`src/rtl/bhp_pkg.sv`:
```
// Shared widths, types and register codes of the biquad high-pass filter.
package bhp_pkg;

   localparam int SAMPLE_BITS    = 16;
   localparam int COEF_FRAC_BITS = 16;
   localparam int STATE_BITS     = 40;
   localparam int COEF_BITS      = COEF_FRAC_BITS + 2;
   localparam int PROD_BITS      = SAMPLE_BITS + COEF_BITS;
   // Two guard bits over the wider of a state and a product hold every sum exactly.
   localparam int ACC_BITS       = ((STATE_BITS > PROD_BITS) ? STATE_BITS : PROD_BITS) + 2;
   localparam int NUM_COEFS      = 5;
   localparam int CSR_INDEX_BITS = $clog2(NUM_COEFS);

   typedef logic signed [SAMPLE_BITS-1:0] sample_type;
   typedef logic signed [COEF_BITS-1:0]   coef_type;
   typedef logic signed [STATE_BITS-1:0]  state_type;
   typedef logic signed [ACC_BITS-1:0]    acc_type;

   typedef enum logic [CSR_INDEX_BITS-1:0] {
      COEF_B0 = CSR_INDEX_BITS'(0),
      COEF_B1 = CSR_INDEX_BITS'(1),
      COEF_B2 = CSR_INDEX_BITS'(2),
      COEF_A1 = CSR_INDEX_BITS'(3),
      COEF_A2 = CSR_INDEX_BITS'(4)
   } coef_index_type;

   localparam coef_type COEF_B0_RESET = coef_type'(1 << COEF_FRAC_BITS);

   // One command to the shared multiply-accumulate unit.
   typedef struct packed {
      logic       en;
      logic       sub;
      coef_type   coef;
      sample_type data;
      acc_type    base;
   } mac_op_type;

endpackage

```
`src/rtl/biquad_highpass_filter.sv`:
```
// Top level of the biquad filter: coefficient registers, delay states and the sequencer.
//
// Transposed direct form II biquad on signed 16-bit samples, coefficients in Q2.16.
// Request channel: req_valid / req_stall carry req_sample_in. A request is taken only
// while the sequencer is idle; req_stall is high for the whole of a computation.
// Response channel: rsp_valid / rsp_stall carry rsp_sample_out and rsp_clipped from an
// output register, so the next request is taken while a response still waits.
// A request passes through six sequencer steps after the idle state, since all
// five products go one after another through a single 18x16 multiply-accumulate unit.
// The response is registered as the sequencer leaves its last step; a new sample is
// taken only once the sequencer is back in idle.
// If the receiver stalls, the finished sample waits in the output register; a further
// finished sample waits in the last sequencer step until the register frees.
// Reset (synchronous, active high) loads b0 = 1.0 and the other coefficients with zero,
// clears both delay states and drops rsp_valid. A write through the csr_ port to a
// coefficient also clears both delay states; writes to other indexes are ignored.
module biquad_highpass_filter (
   input  logic                                 clock,
   input  logic                                 reset,
   input  logic                                 req_valid,
   output logic                                 req_stall,
   input  logic signed [bhp_pkg::SAMPLE_BITS-1:0] req_sample_in,
   output logic                                 rsp_valid,
   input  logic                                 rsp_stall,
   output logic signed [bhp_pkg::SAMPLE_BITS-1:0] rsp_sample_out,
   output logic                                 rsp_clipped,
   input  logic                                 csr_write_en,
   input  logic [bhp_pkg::CSR_INDEX_BITS-1:0]   csr_index,
   input  logic signed [bhp_pkg::COEF_BITS-1:0] csr_data
);

   typedef enum logic [2:0] {
      IDLE,
      MUL_B0,
      MUL_B1,
      MUL_A1,
      MUL_B2,
      MUL_A2,
      FINISH
   } seq_state_type;

   seq_state_type       state_ff, state_in;
   bhp_pkg::sample_type x_ff, x_in;
   bhp_pkg::sample_type y_ff, y_in;
   logic                clip_ff, clip_in;
   bhp_pkg::state_type  d1_ff, d1_in;
   bhp_pkg::state_type  d2_ff, d2_in;
   bhp_pkg::coef_type   coef_ff [bhp_pkg::NUM_COEFS];
   bhp_pkg::coef_type   coef_in [bhp_pkg::NUM_COEFS];
   logic                rsp_valid_ff, rsp_valid_in;
   bhp_pkg::sample_type rsp_sample_ff, rsp_sample_in;
   logic                rsp_clip_ff, rsp_clip_in;

   bhp_pkg::mac_op_type mac_op;
   bhp_pkg::acc_type    mac_result;

   bhp_pkg::acc_type    acc_shifted;
   logic [bhp_pkg::ACC_BITS-bhp_pkg::SAMPLE_BITS:0] y_head;
   logic                y_fits;
   bhp_pkg::sample_type y_sat;

   bhp_mac u_mac (
      .clock  (clock),
      .op     (mac_op),
      .result (mac_result)
   );

   function automatic bhp_pkg::state_type sat_state(input bhp_pkg::acc_type v);
      logic [bhp_pkg::ACC_BITS-bhp_pkg::STATE_BITS:0] head;
      bhp_pkg::state_type                             r;
      head = v[bhp_pkg::ACC_BITS-1:bhp_pkg::STATE_BITS-1];
      if ((&head) | (~|head)) begin
         r = v[bhp_pkg::STATE_BITS-1:0];
      end else if (v[bhp_pkg::ACC_BITS-1]) begin
         r = {1'b1, {(bhp_pkg::STATE_BITS-1){1'b0}}};
      end else begin
         r = {1'b0, {(bhp_pkg::STATE_BITS-1){1'b1}}};
      end
      return r;
   endfunction

   function automatic bhp_pkg::acc_type ext_state(input bhp_pkg::state_type v);
      return {{(bhp_pkg::ACC_BITS-bhp_pkg::STATE_BITS){v[bhp_pkg::STATE_BITS-1]}}, v};
   endfunction

   // Arithmetic shift floors toward negative infinity; then clamp to the sample range.
   assign acc_shifted = mac_result >>> bhp_pkg::COEF_FRAC_BITS;
   assign y_head      = acc_shifted[bhp_pkg::ACC_BITS-1:bhp_pkg::SAMPLE_BITS-1];
   assign y_fits      = (&y_head) | (~|y_head);
   always_comb begin
      if (y_fits) begin
         y_sat = acc_shifted[bhp_pkg::SAMPLE_BITS-1:0];
      end else if (acc_shifted[bhp_pkg::ACC_BITS-1]) begin
         y_sat = {1'b1, {(bhp_pkg::SAMPLE_BITS-1){1'b0}}};
      end else begin
         y_sat = {1'b0, {(bhp_pkg::SAMPLE_BITS-1){1'b1}}};
      end
   end

   always_comb begin
      state_in      = state_ff;
      x_in          = x_ff;
      y_in          = y_ff;
      clip_in       = clip_ff;
      d1_in         = d1_ff;
      d2_in         = d2_ff;
      coef_in       = coef_ff;
      rsp_valid_in  = rsp_valid_ff & rsp_stall;
      rsp_sample_in = rsp_sample_ff;
      rsp_clip_in   = rsp_clip_ff;
      mac_op        = '0;

      unique case (state_ff)
         IDLE: begin
            if (req_valid) begin
               x_in     = req_sample_in;
               state_in = MUL_B0;
            end
         end
         MUL_B0: begin
            mac_op   = '{en: 1'b1, sub: 1'b0, coef: coef_ff[bhp_pkg::COEF_B0],
                         data: x_ff, base: ext_state(d1_ff)};
            state_in = MUL_B1;
         end
         MUL_B1: begin
            y_in     = y_sat;
            clip_in  = ~y_fits;
            mac_op   = '{en: 1'b1, sub: 1'b0, coef: coef_ff[bhp_pkg::COEF_B1],
                         data: x_ff, base: ext_state(d2_ff)};
            state_in = MUL_A1;
         end
         MUL_A1: begin
            mac_op   = '{en: 1'b1, sub: 1'b1, coef: coef_ff[bhp_pkg::COEF_A1],
                         data: y_ff, base: mac_result};
            state_in = MUL_B2;
         end
         MUL_B2: begin
            d1_in    = sat_state(mac_result);
            mac_op   = '{en: 1'b1, sub: 1'b0, coef: coef_ff[bhp_pkg::COEF_B2],
                         data: x_ff, base: '0};
            state_in = MUL_A2;
         end
         MUL_A2: begin
            mac_op   = '{en: 1'b1, sub: 1'b1, coef: coef_ff[bhp_pkg::COEF_A2],
                         data: y_ff, base: mac_result};
            state_in = FINISH;
         end
         FINISH: begin
            // Wait here while the output register still holds an unaccepted response.
            if (!rsp_valid_ff || !rsp_stall) begin
               d2_in         = sat_state(mac_result);
               rsp_valid_in  = 1'b1;
               rsp_sample_in = y_ff;
               rsp_clip_in   = clip_ff;
               state_in      = IDLE;
            end
         end
         default: begin
            state_in = IDLE;
         end
      endcase

      if (csr_write_en && (csr_index < bhp_pkg::CSR_INDEX_BITS'(bhp_pkg::NUM_COEFS))) begin
         coef_in[csr_index] = csr_data;
         d1_in              = '0;
         d2_in              = '0;
      end
   end

   always_ff @(posedge clock) begin
      if (reset) begin
         state_ff                   <= IDLE;
         rsp_valid_ff               <= 1'b0;
         d1_ff                      <= '0;
         d2_ff                      <= '0;
         coef_ff[bhp_pkg::COEF_B0]  <= bhp_pkg::COEF_B0_RESET;
         coef_ff[bhp_pkg::COEF_B1]  <= '0;
         coef_ff[bhp_pkg::COEF_B2]  <= '0;
         coef_ff[bhp_pkg::COEF_A1]  <= '0;
         coef_ff[bhp_pkg::COEF_A2]  <= '0;
      end else begin
         state_ff     <= state_in;
         rsp_valid_ff <= rsp_valid_in;
         d1_ff        <= d1_in;
         d2_ff        <= d2_in;
         coef_ff      <= coef_in;
      end
      x_ff          <= x_in;
      y_ff          <= y_in;
      clip_ff       <= clip_in;
      rsp_sample_ff <= rsp_sample_in;
      rsp_clip_ff   <= rsp_clip_in;
   end

   assign req_stall      = (state_ff != IDLE);
   assign rsp_valid      = rsp_valid_ff;
   assign rsp_sample_out = rsp_sample_ff;
   assign rsp_clipped    = rsp_clip_ff;

   // A response appears only as the sequencer leaves its last step.
   a_rsp_from_finish: assert property (@(posedge clock) disable iff (reset)
      $rose(rsp_valid_ff) |-> $past(state_ff) == FINISH)
      else $error("response raised outside the last sequencer step");

   // A finished sample that cannot be delivered holds the sequencer and the output.
   a_finish_holds: assert property (@(posedge clock) disable iff (reset)
      (state_ff == FINISH && rsp_valid_ff && rsp_stall)
      |=> (state_ff == FINISH && $stable(rsp_sample_ff) && rsp_valid_ff))
      else $error("stalled response overwritten or sequencer moved on");

   // A coefficient write leaves both delay states cleared.
   a_csr_clears: assert property (@(posedge clock) disable iff (reset)
      (csr_write_en && (csr_index < bhp_pkg::CSR_INDEX_BITS'(bhp_pkg::NUM_COEFS)))
      |=> (d1_ff == '0 && d2_ff == '0))
      else $error("delay states not cleared by coefficient write");

   // From idle the sequencer either stays or starts with the b0 product.
   a_idle_next: assert property (@(posedge clock) disable iff (reset)
      (state_ff == IDLE) |=> (state_ff == IDLE || state_ff == MUL_B0))
      else $error("sequencer left idle to a wrong step");

endmodule

```
`src/rtl/bhp_mac.sv`:
```
// Shared multiply-accumulate unit: result register loads base plus or minus coef times data.
module bhp_mac (
   input  logic                clock,
   input  bhp_pkg::mac_op_type op,
   output bhp_pkg::acc_type    result
);

   logic signed [bhp_pkg::PROD_BITS-1:0] prod;
   bhp_pkg::acc_type                     prod_ext;
   bhp_pkg::acc_type                     result_ff;
   bhp_pkg::acc_type                     result_in;

   assign prod     = op.coef * op.data;
   assign prod_ext = {{(bhp_pkg::ACC_BITS-bhp_pkg::PROD_BITS){prod[bhp_pkg::PROD_BITS-1]}},
                      prod};

   always_comb begin
      if (op.sub) begin
         result_in = op.base - prod_ext;
      end else begin
         result_in = op.base + prod_ext;
      end
   end

   always_ff @(posedge clock) begin
      if (op.en) begin
         result_ff <= result_in;
      end
   end

   assign result = result_ff;

endmodule

```
`config.mk`:
```
export PLATFORM = sky130hd
export DESIGN_NAME = biquad_highpass_filter
export DESIGN_NICKNAME = d
export VERILOG_FILES = /design/src/rtl/bhp_pkg.sv /design/src/rtl/biquad_highpass_filter.sv /design/src/rtl/bhp_mac.sv
export SDC_FILE = /design/constraint.sdc
export NUM_CORES = 1
export LEC_CHECK = 0
export BUFFER_PORTS_ARGS = -buffer_cell sky130_fd_sc_hd__buf_2
export CAP_MARGIN = 20
export CORE_ASPECT_RATIO = 1.5
export CORE_UTILIZATION = 65
export DETAILED_ROUTE_END_ITERATION = 8
export GPL_TIMING_DRIVEN = 0
export PLACE_DENSITY = 0.82
export SLEW_MARGIN = 15
export SYNTH_ARGS = -nofsm -noshare
export SYNTH_HDL_FRONTEND = slang
export SYNTH_SLANG_ARGS = --single-unit
```
`constraint.sdc`:
```
create_clock -name clock -period 11.1 [get_ports clock]
set_input_delay 0.555 -clock clock [delete_from_list [all_inputs] [get_ports clock]]
set_output_delay 0.555 -clock clock [all_outputs]
set_load 0.01 [all_outputs]
```
==> impl_metrics.prom <==
# TYPE chip_impl_metric gauge
chip_impl_metric{name="p_switching",unit="mW"} 1.95
chip_impl_metric{name="synth.mux.area_fraction",unit=""} 0.0260
chip_impl_metric{name="sequentialPowerShare",unit=""} 0.285
chip_impl_metric{name="distinct_cell_type_count_after_synthesis",unit=""} 83
chip_impl_metric{name="first_iteration_detailed_routing_drc_count",unit=""} 2147
chip_impl_metric{name="cts.sink_count",unit=""} 266
chip_impl_metric{name="final_core_utilization",unit=""} 0.737
chip_impl_metric{name="crit_arrival",unit="ns"} 11.30
chip_impl_metric{name="globalplace.congestion",unit=""} 1.01
chip_impl_metric{name="ys_seq_area_frac",unit=""} 0.242
chip_impl_info{name="run_status",value="finished clean"} 1
chip_impl_metric{name="drt-wirelength-per-cell",unit="microns"} 23.0
chip_impl_metric{name="max-clock-path-buffers",unit=""} 3
chip_impl_metric{name="port_buffers",unit=""} 58
chip_impl_metric{name="setup_slack",unit="ns"} 0.189
chip_impl_metric{name="final_layout_size_suffix_gt1_frac",unit=""} 0.119
chip_impl_metric{name="r2r_cells",unit=""} 43
chip_impl_metric{name="total_wirelength_of_the_detailed_routed_design",unit="microns"} 84200
chip_impl_info{name="combinational_family_with_the_most_area_after_synthesis",value="adder cells"} 1
chip_impl_metric{name="tritoncts_buffer_count",unit=""} 29
chip_impl_metric{name="finalSetupViolCount",unit=""} 0
chip_impl_metric{name="delay_of_the_slowest_cell_on_the_worst_path",unit="ns"} 0.58
chip_impl_metric{name="area_of_combinational_cells_with_multiple_inputs",unit="sq um"} 18100
chip_impl_metric{name="combPwrFrac",unit=""} 0.490
chip_impl_metric{name="fin_setup_tns",unit="ns"} 0
chip_impl_metric{name="post_synth_inst_count",unit=""} 3004
chip_impl_metric{name="grt_antenna_before_repair",unit=""} 0
chip_impl_info{name="synth_largest_area_cell",value="sky130_fd_sc_hd__fa_1"} 1
chip_impl_info{name="crit_type",value="reg2reg"} 1
chip_impl_metric{name="post-synth-top-area-fraction",unit=""} 0.227
chip_impl_metric{name="report.final.slew_viol_count",unit=""} 0
chip_impl_metric{name="synth_compound_gate_area_share",unit=""} 0.172
chip_impl_info{name="critPathCaptureType",value="flip-flop"} 1
chip_impl_metric{name="synth_area_per_cell",unit="sq um"} 8.58
chip_impl_metric{name="final_count_of_hold_timing_violations",unit=""} 0
chip_impl_metric{name="diodes",unit=""} 0
chip_impl_metric{name="clock_power_share",unit=""} 0.225
chip_impl_metric{name="dpl_worst_slack",unit="ns"} -1.62
chip_impl_metric{name="htree_num_levels",unit=""} 1
chip_impl_metric{name="firstDrtPassIters",unit=""} 6
chip_impl_metric{name="first_pass_grt_wire_length",unit="microns"} 128000
chip_impl_metric{name="power_density_of_the_placed_cells",unit="nW/um^2"} 157
chip_impl_metric{name="worst-path-buf-inv",unit=""} 10
chip_impl_metric{name="cp_max_fo",unit=""} 10
chip_impl_metric{name="std_cell_rows",unit=""} 89
chip_impl_metric{name="intPower",unit="mW"} 2.57
chip_impl_metric{name="grt_usage",unit=""} 0.421
chip_impl_info{name="cts_root_buffer",value="sky130_fd_sc_hd__clkbuf_16"} 1
chip_impl_metric{name="share_of_the_cycle_needed_by_the_critical_path_after_routing",unit=""} 0.983
chip_impl_metric{name="floorplan.initialDensity",unit=""} 0.657
chip_impl_metric{name="min_delay_path_depth",unit=""} 1
chip_impl_metric{name="postSynthRegisterBits",unit=""} 266
chip_impl_info{name="critPathMostFrequentCell",value="sky130_fd_sc_hd__fa_1"} 1
chip_impl_metric{name="max_cap_viol_count",unit=""} 0
chip_impl_metric{name="floorplan.die_area",unit="sq um"} 40500
chip_impl_metric{name="synthesis.nets",unit=""} 3465
chip_impl_metric{name="core-area",unit="sq um"} 39200
chip_impl_metric{name="dieWidth",unit="microns"} 165
chip_impl_metric{name="boundaryPins",unit=""} 61
chip_impl_metric{name="p_leak",unit="nW"} 12.4
chip_impl_info{name="synth.top_cells.by_area",value="sky130_fd_sc_hd__fa_1 (23%), sky130_fd_sc_hd__dfxtp_1 (14%), sky130_fd_sc_hd__edfxtp_1 (11%), sky130_fd_sc_hd__nand2_1 (6.2%), sky130_fd_sc_hd__ha_1 (6.2%)"} 1
chip_impl_info{name="cpMaxStageDelayCell",value="sky130_fd_sc_hd__fa_1"} 1
chip_impl_info{name="critical-path-top-delay-family",value="adder cells"} 1
chip_impl_metric{name="hpwlAfterDp",unit="microns"} 65200
chip_impl_metric{name="drc",unit=""} 0
chip_impl_metric{name="seq_area",unit="sq um"} 6250
chip_impl_metric{name="syn2layout_area_growth",unit="%"} 12.1
chip_impl_metric{name="drtAntennaViolNets",unit=""} 0
chip_impl_metric{name="synthesis.yosys.warnings",unit=""} 0
chip_impl_metric{name="clock_latency",unit="ns"} 0.61
chip_impl_metric{name="grt_start_max_net_pins",unit=""} 31
chip_impl_metric{name="synth-edff-count",unit=""} 92
chip_impl_metric{name="crit_required",unit="ns"} 11.49
chip_impl_metric{name="design.final.nets",unit=""} 3594
chip_impl_metric{name="chipHeight",unit="microns"} 246
chip_impl_metric{name="finClkSkew",unit="ns"} 0.0492
chip_impl_metric{name="post_cts_hold_buffer_count",unit=""} 0
chip_impl_metric{name="relSlewSlack",unit=""} 0.310
chip_impl_metric{name="grt.overflow.total",unit=""} 0
chip_impl_metric{name="final.min_clock_period",unit="ns"} 10.91
chip_impl_info{name="worst_setup_start_kind",value="flip-flop"} 1
chip_impl_metric{name="adder_and_majority_gate_portion_of_the_synthesized_area",unit=""} 0.289
chip_impl_metric{name="synth_async_sr_flop_share",unit=""} 0
chip_impl_metric{name="post_synth_and_or_nand_nor_area_fraction",unit=""} 0.161
chip_impl_metric{name="clkTransAtPathRegs",unit="ns"} 0.07
chip_impl_metric{name="swShare",unit=""} 0.432
chip_impl_info{name="cts_tree",value="built"} 1
chip_impl_metric{name="yosys.area_share.xor_xnor",unit=""} 0.0340
chip_impl_info{name="synth-main-ff-cell",value="sky130_fd_sc_hd__dfxtp_1"} 1
chip_impl_metric{name="via_count_of_the_first_global_routing_pass",unit=""} 23300
chip_impl_metric{name="worst_ir_drop_vdd",unit="mV"} 0.207
chip_impl_metric{name="max_freq",unit="MHz"} 91.6
chip_impl_metric{name="routed_via_density",unit=""} 6.31
chip_impl_metric{name="synth.cell_area",unit="sq um"} 25800
chip_impl_metric{name="detailroute.via_count",unit=""} 23100
chip_impl_info{name="type_of_the_tightest_min_delay_check",value="in2reg"} 1
chip_impl_metric{name="n_fill_cell",unit=""} 2950
chip_impl_metric{name="worstMarginPinSlew",unit="ns"} 1.03
chip_impl_metric{name="worstSetupPathDepth",unit=""} 43
-- logic make-up after synthesis --
group / Yosys count
AND/OR/NAND/NOR: 958
AO/OA/AOI/OAI: 683
buffers and inverters: 518
adder cells (fa/ha/maj): 419
flip-flops: 266
XOR/XNOR: 98
multiplexers: 62
-- path summary, 6_finish.rpt --
path / startpoint / endpoint / slack [ns]
max reg2reg: state_ff[2] / u_mac.result[41] / 0.19
min reg2reg: clip_ff / rsp_clipped / 0.43
max: state_ff[2] / u_mac.result[41] / 0.19
min: req_sample_in[0] / x_ff[0] / 0.13
-- cell usage after synthesis, drive strengths merged (4+ instances only) --
master,count
a21oi,174
and2,54
fa,292
xor2,38
and3,10
a22oi,73
ha,127
nor3,25
inv,346
mux2,39
o21a,33
o31ai,8
clkbuf,145
a22o,13
o211ai,12
nand3,30
nand4,14
xnor2,60
buf,27
o21ai,166
nand3b,6
nor2,321
a211oi,86
nand2,424
a31oi,10
a211o,4
nor4,7
mux2i,23
nor2b,16
edfxtp,92
or2,8
a221oi,4
or3,8
a21o,54
a21boi,7
dfxtp,174
nand2b,20
o211a,4
-- power groups by stage --
stage,logic [mW],clock network [mW],registers [mW]
after floorplan,1.50,0,1.24
after global placement,1.99,0,1.29
after detailed placement,2.04,0,1.30
after CTS,2.10,1.03,1.28
after global routing,2.40,1.05,1.29
final,2.22,1.02,1.29
-- sequential cells by signal (all words and copies together) (netlist names) --
register        cells
rsp_clipped         1
d1_ff              40
rsp_sample_out     16
rsp_valid           1
coef_ff            90
state_ff            3
d2_ff              40
x_ff               16
u_mac.result       42
clip_ff             1
y_ff               16
-- what timing repair did --
item | 4_1_cts | 5_1_grt
pin swaps | 9 | 20
buffers inserted | 11 | 41
setup endpoints to repair | 21 | 12
resized for setup | 124 | 140
cloned | 0 | 0
-- area by class of cell --
type	instances	area share
timing repair buffer	116	0.0288
clock inverter	16	0.00663
buffer	154	0.0280
clock buffer	37	0.0276
multi-input combinational	2220	0.626
tap	500	0.0217
inverter	346	0.0450
sequential	266	0.216
-- metrics by stage --
| stage | instance area, sq um | hold WS [ns] | power, mW | instances |
|---|---|---|---|---|
| floorplan | 25800 | 0.400 | 2.74 | 3004 |
| global placement | 26700 | 0.401 | 3.28 | 3562 |
| detailed placement | 26800 | 0.426 | 3.33 | 3567 |
| CTS | 28200 | 0.111 | 4.40 | 3620 |
| global route | 28900 | 0.130 | 4.75 | 3655 |
| finish | 28900 | 0.131 | 4.53 | 3655 |
-- per-layer routing --
layer / GRT usage / vias up / share of wire
met1: 0.456 / 11100 / 0.34
met5: 0 / - / 0
met2: 0.714 / 1277 / 0.49
li1: - / 10200 / -
met3: 0.0671 / 438 / 0.072
met4: 0.351 / 0 / 0.098
-- layout by cell type (no fill, tap or decap), types with 30 or more instances in the layout --
master                     count
sky130_fd_sc_hd__xor2_1       38
sky130_fd_sc_hd__nand3_1      30
sky130_fd_sc_hd__a22oi_1      58
sky130_fd_sc_hd__nor2_1      318
sky130_fd_sc_hd__mux2_2       39
sky130_fd_sc_hd__ha_1        124
sky130_fd_sc_hd__and2_1       53
sky130_fd_sc_hd__dfxtp_1     172
sky130_fd_sc_hd__inv_1       345
sky130_fd_sc_hd__clkbuf_1     95
sky130_fd_sc_hd__a21o_1       54
sky130_fd_sc_hd__xnor2_1      59
sky130_fd_sc_hd__o21ai_0     139
sky130_fd_sc_hd__edfxtp_1     92
sky130_fd_sc_hd__fa_1        291
sky130_fd_sc_hd__a211oi_1     84
sky130_fd_sc_hd__a21oi_1     172
sky130_fd_sc_hd__nand2_1     421
sky130_fd_sc_hd__buf_2        71
sky130_fd_sc_hd__buf_4        53
(Power assumes the default switching activity.)
